===== src/rtl/bfr_pkg.sv =====
`timescale 1ns / 1ps
// ----------------------------------------------------------------------------
// bfr_pkg: shared types and constants of the bitmap font text rasteriser
// Payload structs, register map, job descriptor and the 5x8 glyph ROM.
// ----------------------------------------------------------------------------
package bfr_pkg;

  localparam int unsigned SCREEN_WIDTH_DEF  = 240;
  localparam int unsigned SCREEN_HEIGHT_DEF = 240;

  localparam int unsigned GlyphCount = 59;
  localparam int unsigned GlyphIdxW  = 6;

  localparam logic [7:0] CHAR_NL          = 8'd10;
  localparam logic [7:0] CHAR_CR          = 8'd13;
  localparam logic [7:0] CHAR_FIRST_GLYPH = 8'd33;  // first code with lit bits
  localparam logic [7:0] CHAR_LAST_GLYPH  = 8'd90;
  localparam logic [7:0] CHAR_SPACE       = 8'd32;

  // register map, byte address = 4 * index
  localparam int unsigned PaddrW = 4;
  localparam logic [1:0] REG_LEFT_MARGIN = 2'd0;
  localparam logic [1:0] REG_TOP_ROW     = 2'd1;
  localparam logic [1:0] REG_SCALE       = 2'd2;
  localparam logic [1:0] REG_INK_COLOR   = 2'd3;

  typedef struct packed {
    logic [7:0] char_code;
    logic       string_start;
  } char_t;

  typedef struct packed {
    logic [7:0]  rect_x;
    logic [7:0]  rect_y;
    logic [7:0]  rect_width;
    logic [7:0]  rect_height;
    logic [15:0] rect_color;
    logic        last_rect;
  } rect_t;

  typedef struct packed {
    logic [15:0] left_margin;
    logic [15:0] top_row;
    logic [7:0]  scale;
    logic [15:0] ink_color;
  } cfg_t;

  // one character to draw, with its cell origin
  typedef struct packed {
    logic [GlyphIdxW-1:0] glyph_idx;
    logic [15:0]          base_col;
    logic [15:0]          base_row;
  } job_t;

  typedef enum logic [1:0] {
    BK_IDLE,
    BK_SCAN,
    BK_FLUSH
  } bk_state_e;

  // column 0 in the top byte; within a byte bit 0 is the top row
  localparam logic [39:0] FONT_ROM [GlyphCount] = '{
    40'h0000000000, 40'h00005F0000, 40'h0007000700,
    40'h147F147F14, 40'h242A7F2A12, 40'h2313086462,
    40'h3649552250, 40'h0005030000, 40'h001C224100,
    40'h0041221C00, 40'h082A1C2A08, 40'h08083E0808,
    40'h0050300000, 40'h0808080808, 40'h0060600000,
    40'h2010080402, 40'h3E5149453E, 40'h00427F4000,
    40'h4261514946, 40'h2141454B31, 40'h1814127F10,
    40'h2745454539, 40'h3C4A494930, 40'h0171090503,
    40'h3649494936, 40'h064949291E, 40'h0036360000,
    40'h0056360000, 40'h0008142241, 40'h1414141414,
    40'h4122140800, 40'h0201510906, 40'h324979413E,
    40'h7E1111117E, 40'h7F49494936, 40'h3E41414122,
    40'h7F4141221C, 40'h7F49494941, 40'h7F09090101,
    40'h3E4149497A, 40'h7F0808087F, 40'h00417F4100,
    40'h2040413F01, 40'h7F08142241, 40'h7F40404040,
    40'h7F0204027F, 40'h7F0408107F, 40'h3E4141413E,
    40'h7F09090906, 40'h3E4151215E, 40'h7F09192946,
    40'h4649494931, 40'h01017F0101, 40'h3F4040403F,
    40'h1F2040201F, 40'h7F2018207F, 40'h6314081463,
    40'h0304780403, 40'h6151494543
  };

endpackage


===== src/rtl/bfr_queue.sv =====
`timescale 1ns / 1ps
// ----------------------------------------------------------------------------
// bfr_queue: two-entry job queue
// Decouples the character front end from the glyph scanner.
// ----------------------------------------------------------------------------
module bfr_queue (
  input  logic           clk_i,
  input  logic           rst_ni,
  input  logic           push_i,
  input  bfr_pkg::job_t  push_job_i,
  output logic           full_o,
  input  logic           pop_i,
  output bfr_pkg::job_t  pop_job_o,
  output logic           empty_o
);
  import bfr_pkg::*;

  job_t       entry_q [2];
  logic       wr_ptr_q, wr_ptr_d;
  logic       rd_ptr_q, rd_ptr_d;
  logic [1:0] count_q, count_d;

  assign full_o    = (count_q == 2'd2);
  assign empty_o   = (count_q == 2'd0);
  assign pop_job_o = entry_q[rd_ptr_q];

  always_comb begin
    wr_ptr_d = wr_ptr_q;
    rd_ptr_d = rd_ptr_q;
    count_d  = count_q;
    if (push_i) begin
      wr_ptr_d = ~wr_ptr_q;
    end
    if (pop_i) begin
      rd_ptr_d = ~rd_ptr_q;
    end
    case ({push_i, pop_i})
      2'b10:   count_d = count_q + 2'd1;
      2'b01:   count_d = count_q - 2'd1;
      default: count_d = count_q;
    endcase
  end

  always_ff @(posedge clk_i or negedge rst_ni) begin
    if (!rst_ni) begin
      wr_ptr_q <= 1'b0;
      rd_ptr_q <= 1'b0;
      count_q  <= 2'd0;
    end else begin
      wr_ptr_q <= wr_ptr_d;
      rd_ptr_q <= rd_ptr_d;
      count_q  <= count_d;
    end
  end

  always_ff @(posedge clk_i) begin
    if (push_i) begin
      entry_q[wr_ptr_q] <= push_job_i;
    end
  end

endmodule


===== src/rtl/bfr_front.sv =====
`timescale 1ns / 1ps
// ----------------------------------------------------------------------------
// bfr_front: character front end
// Owns the text cursor, handles newline, carriage return and wrap, and
// queues a job for every character that has lit glyph bits while scale is nonzero.
// ----------------------------------------------------------------------------
module bfr_front #(
  parameter int unsigned SCREEN_WIDTH = bfr_pkg::SCREEN_WIDTH_DEF
) (
  input  logic           clk_i,
  input  logic           rst_ni,
  input  bfr_pkg::cfg_t  cfg_i,
  input  logic           in_valid_i,
  output logic           in_ready_o,
  input  bfr_pkg::char_t in_data_i,
  output logic           push_o,
  output bfr_pkg::job_t  push_job_o,
  input  logic           full_i
);
  import bfr_pkg::*;

  localparam logic [16:0] ScrW = 17'(SCREEN_WIDTH);

  logic [15:0]          cur_col_q, cur_col_d;
  logic [15:0]          cur_row_q, cur_row_d;
  logic [15:0]          base_col, base_row, adv_col, down_row;
  logic [10:0]          six_s, eight_s;
  logic                 wrap, accept;
  logic [GlyphIdxW-1:0] glyph_idx;
  logic [7:0]           code;

  assign code       = in_data_i.char_code;
  assign in_ready_o = !full_i;
  assign accept     = in_valid_i && in_ready_o;

  assign six_s    = {1'b0, cfg_i.scale, 2'b00} + {2'b00, cfg_i.scale, 1'b0};
  assign eight_s  = {cfg_i.scale, 3'b000};
  assign base_col = in_data_i.string_start ? cfg_i.left_margin : cur_col_q;
  assign base_row = in_data_i.string_start ? cfg_i.top_row : cur_row_q;
  assign adv_col  = base_col + 16'(six_s);
  assign down_row = base_row + 16'(eight_s);
  // wrap test after advancing, compared without wrap-around
  assign wrap     = ({1'b0, adv_col} + 17'(six_s)) > ScrW;

  // space, unprintable and codes past the font all map to the blank glyph
  assign glyph_idx = (code >= CHAR_FIRST_GLYPH && code <= CHAR_LAST_GLYPH) ?
                     GlyphIdxW'(code - CHAR_SPACE) : '0;

  assign push_o = accept && (glyph_idx != '0) && (cfg_i.scale != 8'd0);
  assign push_job_o.glyph_idx = glyph_idx;
  assign push_job_o.base_col  = base_col;
  assign push_job_o.base_row  = base_row;

  always_comb begin
    cur_col_d = cur_col_q;
    cur_row_d = cur_row_q;
    if (accept) begin
      if (code == CHAR_NL) begin
        cur_col_d = cfg_i.left_margin;
        cur_row_d = down_row;
      end else if (code == CHAR_CR) begin
        cur_col_d = base_col;
        cur_row_d = base_row;
      end else if (wrap) begin
        cur_col_d = cfg_i.left_margin;
        cur_row_d = down_row;
      end else begin
        cur_col_d = adv_col;
        cur_row_d = base_row;
      end
    end
  end

  always_ff @(posedge clk_i or negedge rst_ni) begin
    if (!rst_ni) begin
      cur_col_q <= 16'd0;
      cur_row_q <= 16'd0;
    end else begin
      cur_col_q <= cur_col_d;
      cur_row_q <= cur_row_d;
    end
  end

endmodule


===== src/rtl/bfr_back.sv =====
`timescale 1ns / 1ps
// ----------------------------------------------------------------------------
// bfr_back: glyph scanner
// Walks the 40 glyph bits of a job, one per cycle unless the output stalls,
// and emits a clipped rectangle per visible lit bit. One rectangle is held
// back so that the final one of a character can be flagged.
// ----------------------------------------------------------------------------
module bfr_back #(
  parameter int unsigned SCREEN_WIDTH  = bfr_pkg::SCREEN_WIDTH_DEF,
  parameter int unsigned SCREEN_HEIGHT = bfr_pkg::SCREEN_HEIGHT_DEF
) (
  input  logic           clk_i,
  input  logic           rst_ni,
  input  bfr_pkg::cfg_t  cfg_i,
  input  logic           empty_i,
  input  bfr_pkg::job_t  pop_job_i,
  output logic           pop_o,
  output logic           out_valid_o,
  input  logic           out_ready_i,
  output bfr_pkg::rect_t out_data_o
);
  import bfr_pkg::*;

  localparam logic [16:0] ScrW = 17'(SCREEN_WIDTH);
  localparam logic [16:0] ScrH = 17'(SCREEN_HEIGHT);

  bk_state_e   state_q, state_d;
  logic [39:0] glyph_q, font_word;
  logic [2:0]  col_q, row_q;
  logic [15:0] x_q, y_q, base_row_q;
  rect_t       held_q, out_q, cand, held_flagged;
  logic        held_v_q, out_v_q;
  logic        hit, stall, advance, last_bit, out_free, load_out;

  assign font_word = FONT_ROM[pop_job_i.glyph_idx];
  assign out_free  = !out_v_q || out_ready_i;
  assign last_bit  = (col_q == 3'd4) && (row_q == 3'd7);

  always_comb begin
    cand.rect_x      = x_q[7:0];
    cand.rect_y      = y_q[7:0];
    cand.rect_width  = cfg_i.scale;
    cand.rect_height = cfg_i.scale;
    cand.rect_color  = cfg_i.ink_color;
    cand.last_rect   = 1'b0;
    if (({1'b0, x_q} + 17'(cfg_i.scale)) > ScrW) begin
      cand.rect_width = 8'(ScrW - {1'b0, x_q});
    end
    if (({1'b0, y_q} + 17'(cfg_i.scale)) > ScrH) begin
      cand.rect_height = 8'(ScrH - {1'b0, y_q});
    end
  end

  // held rectangle is the last of its character once the scan has finished
  always_comb begin
    held_flagged           = held_q;
    held_flagged.last_rect = (state_q == BK_FLUSH);
  end

  // next state
  always_comb begin
    state_d = state_q;
    unique case (state_q)
      BK_IDLE:  if (!empty_i) state_d = BK_SCAN;
      BK_SCAN:  if (advance && last_bit) state_d = BK_FLUSH;
      BK_FLUSH: if (!held_v_q || out_free) state_d = BK_IDLE;
      default:  state_d = BK_IDLE;
    endcase
  end

  // outputs of the state machine
  always_comb begin
    pop_o    = 1'b0;
    hit      = 1'b0;
    stall    = 1'b0;
    advance  = 1'b0;
    load_out = 1'b0;
    unique case (state_q)
      BK_IDLE: begin
        pop_o = !empty_i;
      end
      BK_SCAN: begin
        hit      = glyph_q[0] && ({1'b0, x_q} < ScrW) && ({1'b0, y_q} < ScrH);
        stall    = hit && held_v_q && !out_free;
        advance  = !stall;
        load_out = hit && held_v_q && out_free;
      end
      BK_FLUSH: begin
        load_out = held_v_q && out_free;
      end
      default: begin
        pop_o = 1'b0;
      end
    endcase
  end

  always_ff @(posedge clk_i or negedge rst_ni) begin
    if (!rst_ni) begin
      state_q  <= BK_IDLE;
      held_v_q <= 1'b0;
      out_v_q  <= 1'b0;
      col_q    <= 3'd0;
      row_q    <= 3'd0;
    end else begin
      state_q <= state_d;
      if (load_out) begin
        out_v_q <= 1'b1;
      end else if (out_ready_i) begin
        out_v_q <= 1'b0;
      end
      if (advance && hit) begin
        held_v_q <= 1'b1;
      end else if (state_q == BK_FLUSH && out_free) begin
        held_v_q <= 1'b0;
      end
      if (pop_o) begin
        col_q <= 3'd0;
        row_q <= 3'd0;
      end else if (advance) begin
        row_q <= row_q + 3'd1;
        if (row_q == 3'd7) begin
          col_q <= col_q + 3'd1;
        end
      end
    end
  end

  always_ff @(posedge clk_i) begin
    if (load_out) begin
      out_q <= held_flagged;
    end
    if (advance && hit) begin
      held_q <= cand;
    end
    if (pop_o) begin
      // reorder so bit 0 is column 0 top row and bits follow scan order
      glyph_q    <= {font_word[7:0], font_word[15:8], font_word[23:16],
                     font_word[31:24], font_word[39:32]};
      x_q        <= pop_job_i.base_col;
      y_q        <= pop_job_i.base_row;
      base_row_q <= pop_job_i.base_row;
    end else if (advance) begin
      glyph_q <= {1'b0, glyph_q[39:1]};
      if (row_q == 3'd7) begin
        x_q <= x_q + 16'(cfg_i.scale);
        y_q <= base_row_q;
      end else begin
        y_q <= y_q + 16'(cfg_i.scale);
      end
    end
  end

  assign out_valid_o = out_v_q;
  assign out_data_o  = out_q;

endmodule


===== src/rtl/bitmap_font_text_rasterizer.sv =====
`timescale 1ns / 1ps
// ----------------------------------------------------------------------------
// bitmap_font_text_rasterizer: 5x8 bitmap font text rasteriser
// Turns a stream of character bytes into scaled, clipped pixel rectangles.
// ----------------------------------------------------------------------------
// Usage:
//   Input channel (in_valid_i/in_ready_o/in_data_i) takes one character per
//   transaction; string_start reloads the cursor from left_margin/top_row.
//   Output channel (out_valid_o/out_ready_i/out_data_o) carries one rectangle
//   per transaction; last_rect marks the final rectangle of a character.
//   The front end updates the cursor as it takes each character; a
//   two-entry queue feeds the glyph scanner, which visits the 40 glyph bits
//   at one per cycle while the output is not stalled. A drawn character
//   passes through the scanner's pop, 40-bit scan and final flush steps;
//   newline, carriage return and blank characters never reach the scanner.
//   A rectangle moves to the output register when the next visible lit bit
//   is scanned, or in the flush state for the last one, so the first
//   rectangle of a character waits in the held register before it appears.
//   A stalled receiver holds the output register; the scanner keeps one more
//   rectangle and then stops, and the queue fills before in_ready_o drops.
//   Reset: cursor 0,0, scale 1, ink colour white, margins 0. The user must
//   write registers over the APB port only while idle; the block won't check.
// ----------------------------------------------------------------------------
module bitmap_font_text_rasterizer #(
  parameter int unsigned SCREEN_WIDTH  = bfr_pkg::SCREEN_WIDTH_DEF,
  parameter int unsigned SCREEN_HEIGHT = bfr_pkg::SCREEN_HEIGHT_DEF
) (
  input  logic                       clk_i,
  input  logic                       rst_ni,
  input  logic                       psel,
  input  logic                       penable,
  input  logic                       pwrite,
  input  logic [bfr_pkg::PaddrW-1:0] paddr,
  input  logic [31:0]                pwdata,
  output logic [31:0]                prdata,
  output logic                       pready,
  input  logic                       in_valid_i,
  output logic                       in_ready_o,
  input  bfr_pkg::char_t             in_data_i,
  output logic                       out_valid_o,
  input  logic                       out_ready_i,
  output bfr_pkg::rect_t             out_data_o
);
  import bfr_pkg::*;

  cfg_t       cfg_q;
  logic       cfg_wr;
  logic [1:0] reg_idx;
  logic       q_push, q_pop, q_full, q_empty;
  job_t       q_push_job, q_pop_job;

  assign pready  = 1'b1;
  assign reg_idx = paddr[3:2];
  assign cfg_wr  = psel && penable && pwrite && pready;

  always_comb begin
    unique case (reg_idx)
      REG_LEFT_MARGIN: prdata = {16'd0, cfg_q.left_margin};
      REG_TOP_ROW:     prdata = {16'd0, cfg_q.top_row};
      REG_SCALE:       prdata = {24'd0, cfg_q.scale};
      REG_INK_COLOR:   prdata = {16'd0, cfg_q.ink_color};
      default:         prdata = 32'd0;
    endcase
  end

  always_ff @(posedge clk_i or negedge rst_ni) begin
    if (!rst_ni) begin
      cfg_q.left_margin <= 16'd0;
      cfg_q.top_row     <= 16'd0;
      cfg_q.scale       <= 8'd1;
      cfg_q.ink_color   <= 16'hFFFF;
    end else if (cfg_wr) begin
      unique case (reg_idx)
        REG_LEFT_MARGIN: cfg_q.left_margin <= pwdata[15:0];
        REG_TOP_ROW:     cfg_q.top_row     <= pwdata[15:0];
        REG_SCALE:       cfg_q.scale       <= pwdata[7:0];
        REG_INK_COLOR:   cfg_q.ink_color   <= pwdata[15:0];
        default:         cfg_q.scale       <= cfg_q.scale;
      endcase
    end
  end

  bfr_front #(
    .SCREEN_WIDTH (SCREEN_WIDTH)
  ) u_front (
    .clk_i      (clk_i),
    .rst_ni     (rst_ni),
    .cfg_i      (cfg_q),
    .in_valid_i (in_valid_i),
    .in_ready_o (in_ready_o),
    .in_data_i  (in_data_i),
    .push_o     (q_push),
    .push_job_o (q_push_job),
    .full_i     (q_full)
  );

  bfr_queue u_queue (
    .clk_i      (clk_i),
    .rst_ni     (rst_ni),
    .push_i     (q_push),
    .push_job_i (q_push_job),
    .full_o     (q_full),
    .pop_i      (q_pop),
    .pop_job_o  (q_pop_job),
    .empty_o    (q_empty)
  );

  bfr_back #(
    .SCREEN_WIDTH  (SCREEN_WIDTH),
    .SCREEN_HEIGHT (SCREEN_HEIGHT)
  ) u_back (
    .clk_i       (clk_i),
    .rst_ni      (rst_ni),
    .cfg_i       (cfg_q),
    .empty_i     (q_empty),
    .pop_job_i   (q_pop_job),
    .pop_o       (q_pop),
    .out_valid_o (out_valid_o),
    .out_ready_i (out_ready_i),
    .out_data_o  (out_data_o)
  );

`ifndef SYNTHESIS
  a_no_overflow: assert property (@(posedge clk_i) disable iff (!rst_ni)
    q_push |-> !q_full)
    else $error("job queue written while full");

  a_no_underflow: assert property (@(posedge clk_i) disable iff (!rst_ni)
    q_pop |-> !q_empty)
    else $error("job queue read while empty");

  a_rect_area: assert property (@(posedge clk_i) disable iff (!rst_ni)
    out_valid_o |-> (out_data_o.rect_width != 8'd0 && out_data_o.rect_height != 8'd0))
    else $error("rectangle with no area");

  a_queued_job_drawable: assert property (@(posedge clk_i) disable iff (!rst_ni)
    q_push |-> (q_push_job.glyph_idx != '0 && cfg_q.scale != 8'd0))
    else $error("blank job queued");
`endif

endmodule

===== config.mk =====
export PLATFORM = sky130hd
export DESIGN_NAME = bitmap_font_text_rasterizer
export DESIGN_NICKNAME = d
export VERILOG_FILES = /design/src/rtl/bfr_pkg.sv /design/src/rtl/bfr_queue.sv /design/src/rtl/bfr_front.sv /design/src/rtl/bfr_back.sv /design/src/rtl/bitmap_font_text_rasterizer.sv
export SDC_FILE = /design/constraint.sdc
export NUM_CORES = 1
export LEC_CHECK = 0
export BUFFER_PORTS_ARGS = -buffer_cell sky130_fd_sc_hd__buf_4
export CAP_MARGIN = 20
export CORE_UTILIZATION = 65
export DETAILED_ROUTE_END_ITERATION = 6
export HOLD_SLACK_MARGIN = 0.1
export PLACE_DENSITY = 0.93
export SYNTH_ARGS = -nofsm -noshare
export SYNTH_HDL_FRONTEND = slang
export SYNTH_SLANG_ARGS = --single-unit

===== constraint.sdc =====
create_clock -name clk_i -period 12.5 [get_ports clk_i]
set_clock_uncertainty 0.15 [all_clocks]
set_input_delay 2.5 -clock clk_i [delete_from_list [all_inputs] [get_ports clk_i]]
set_output_delay 2.5 -clock clk_i [all_outputs]
set_load 0.1 [all_outputs]

==> run_results.csv <==
group,metric,value,unit
cts,clkTransAtPathRegs,60,ps
layout,seq_area,0.0104,mm2
worst_setup_path,path_depth,22,
worst_setup_path,reg2reg_depth,23,
floorplan,start_util,66.0,%
global_route,overflow,0,
detailed_routing,drt_iter0_markers,2103,
cts,post-cts-setup-buffer-count,0,
layout,final_common_cell,"edfxtp_1",
power,p_leak,8.83,nW
cts,ctsHoldBuffers,0,
detailed_routing,ant_nets,0,
power,power_density,291,mW/mm2
sta,tightest_slew,1060,ps
detailed_routing,viasPerCell,6.81,
floorplan,num_rows,64,
floorplan,fp.coreArea,0.0305,mm2
sta,setup_violations,0,
worst_setup_path,rrSetupSlack,6060,ps
detailed_routing,wl_met2,26400,um
detailed_routing,firstDrtPassIters,6,
sta,hold_viol,0,
synthesis,yosysWarningCount,0,
detailed_routing,wl_met3,6650,um
detailed_routing,top_layer,"met4",
cts,cts_tree,"done",
cts,clkLatencyLatePin,540,ps
detailed_routing,drc,0,
worst_setup_path,path_class,"in2reg",
synthesis,synthCells,1819,
sta,rsz0062_at_grt,"false",
cts,cts_buffers,38,
place,place_hpwl,38000,um
synthesis,async_reset_ff_share,28.2,%
global_route,first_global_vias,15288,
worst_setup_path,cp_data_required_time,12780,ps
worst_setup_path,critPathLaunch,"in_data_i[0]",
place,io_buffers,100,
floorplan,design.die.area,0.0317,mm2
detailed_routing,post_drt_wl_per_cell,24.8,um
sta,timing.slew.headroom,28.8,%
worst_setup_path,slowest_delay,500,ps
detailed_routing,vias,15726,
worst_setup_path,end_kind,"flop",
layout,n_fill_cell,1937,
sta,timing.final.crit_share,61.5,%
cts,cts_max_level,2,
layout,layout-drive-gt1-share,18.2,%
detailed_routing,met1Wirelength,21700,um
sta,fin_tns_setup,0,ps
global_route,grt_pass1_wl,86000,um
sta,maxSlewViolCount,0,
layout,nets,2030,
synthesis,postSynthAreaPerCell,11.1,um2
worst_setup_path,cp_cell_sequence,"buf_4, mux2i_1, inv_1, ha_1, inv_1, fa_1, nand2b_1, a21o_1, and2_1, xnor2_1, ha_1, o21a_1, o21a_2, o22ai_2, or4bb_1, mux2_4, nor4_4, buf_4, o21a_1, nor2_1, xnor2_1, o21ai_0",
synthesis,synth_edf_count,260,
global_route,grt_start_max_net_pins,85,
worst_setup_path,r2r_start,"cfg_q[18]",
worst_setup_path,arrival,7970,ps
cts,cts-resized-gates,0,
synthesis,ys_seq_area_share,51.6,%
power,ir_worst_vdd,0.000317,V
floorplan,die_w,178,um
worst_setup_path,worstReg2RegEnd,"u_front.cur_row_q[11]",
layout,multi_input_area,0.00917,mm2
global_route,track_usage,36.1,%
sta,max_freq,130,MHz
cts,cts.sinks,362,
cts,clk_path_buf_depth,3,
layout,layout_common_cells,"edfxtp_1 (260), nand2_1 (193), a21oi_1 (131), o21ai_0 (131), nor2_1 (130)",
run,cap_violations,0,
synthesis,synth_seq_cells,362,
worst_hold_path,hp-class,"reg2reg",
global_route,antenna_found_initial,2,
floorplan,ios,136,
sta,finalWorstSetupSlack,4810,ps
worst_setup_path,critical_path.top_delay_family,"compound AO/OA/AOI/OAI gates",
worst_setup_path,cpMaxStageDelayCell,"or4bb_1",
worst_setup_path,critPathBufInv,4,
place,post-place-ws,4460,ps
floorplan,die-height,178,um
place,gp_congestion,1.01,
sta,fin_crit,7690,ps
layout,areaGrowthSynthToFinish,11.8,%
run_status,status,"finished clean",
synthesis,synth_top_flop_cell,"edfxtp_1",
worst_setup_path,path_max_fanout,45,
synthesis,ys_types,95,
worst_setup_path,start_kind,"primary input",
detailed_routing,wl,57200,um
worst_hold_path,hp-start,"u_back.held_flagged[21]",
worst_setup_path,crit_path_end,"u_front.cur_row_q[11]",
layout,antenna_cells,0,
cts,root_buffer,"clkbuf_16",
synthesis,synth_area,0.0201,mm2
-- layer usage --
metal / up-vias / global-route usage [%]
li1: 6844 / -
met1: 7537 / 48.4
met2: 1134 / 56.3
met3: 211 / 8.25
met4: 0 / 15.9
met5: - / 0
-- registers in the layout, indices dropped and copies added (netlist names), 2 cells and up --
register             flops
u_front.cur_row_q       16
u_back.row_q             3
u_back.out_data_o       49
u_back.held_flagged     48
u_back.x_q              16
u_back.col_q             3
u_front.cur_col_q       16
u_queue.count_q          2
u_queue.entry_q         76
u_back.state_q           2
u_back.y_q              16
u_back.base_row_q       16
cfg_q                   56
u_back.glyph_q          39
-- worst min path at each step --
stage                            end  cells after the start
2_1_floorplan  u_back.out_data_o[10]                      0
3_3_place_gp    u_back.out_data_o[9]                      0
3_5_place_dp   u_back.out_data_o[22]                      0
4_1_cts        u_back.out_data_o[22]                      0
5_1_grt        u_back.out_data_o[20]                      0
6_report       u_back.out_data_o[21]                      0
-- stage by stage --
stage | instance area (um2) | power, W | util [%] | instances | hold WS, ps
2_1_floorplan | 20200 | 0.00443 | - | 1834 | 250
3_3_place_gp | 21100 | 0.00508 | 69.3 | 2239 | 251
3_5_place_dp | 21100 | 0.00526 | 69.3 | 2239 | 255
4_1_cts | 22400 | 0.00644 | 73.5 | 2304 | 268
5_1_grt | 22500 | 0.00687 | 73.7 | 2308 | 273
6_report | 22500 | 0.00654 | 73.7 | 2308 | 267
-- Yosys cell counts (14+ instances only) --
master      n  area, um2
edfxtp_1  260       7810
nand2_1   194        728
nor2_1    133        499
o21ai_0   132        661
a21oi_1   131        656
mux2_2     97       1090
dfrtp_1    85       2130
ha_1       85       1060
clkbuf_1   66        248
mux2i_1    65        651
inv_1      49        184
xnor2_1    44        385
xor2_1     28        245
nand3_1    27        135
nor3_1     27        135
a31oi_1    26        163
a21o_1     25        188
a211oi_1   20        150
buf_4      19        143
and3_1     17        106
buf_1      17       63.8
dfstp_2    17        447
and2_1     15       93.8
o22ai_1    15       93.8
nor2b_1    14       87.6
-- area by class of cell --
| class | instances | share of cell area [%] |
|---|---|---|
| sequential | 362 | 46.2 |
| inverter | 53 | 0.884 |
| clock inverter | 6 | 0.484 |
| clock buffer | 59 | 5.18 |
| tap | 396 | 2.20 |
| multi-input combinational | 1308 | 40.8 |
| timing repair buffer | 124 | 4.33 |
-- power breakdown --
part / switching, W / leakage (nW) / internal [W]
clock: 0.000458 / 0.620 / 0.000685
sequential: 0.000252 / 3.65 / 0.00175
combinational: 0.00214 / 4.56 / 0.00125
-- kinds of logic (layout without fill, tap and decap cells) --
family | after synthesis | in the layout | share of synthesized area [%]
muxes | 175 | 175 | 9.97
AOI/OAI and AO/OA | 469 | 469 | 14.8
buffers and inverters | 164 | 242 | 3.56
DFF | 362 | 362 | 51.6
and+or+nand+nor | 484 | 484 | 11.0
xor gates and xnor gates | 72 | 72 | 3.13
other | 2 | 17 | 0.0373
adders and majority gates | 91 | 91 | 5.88
Power figures use the tool's default switching activity.
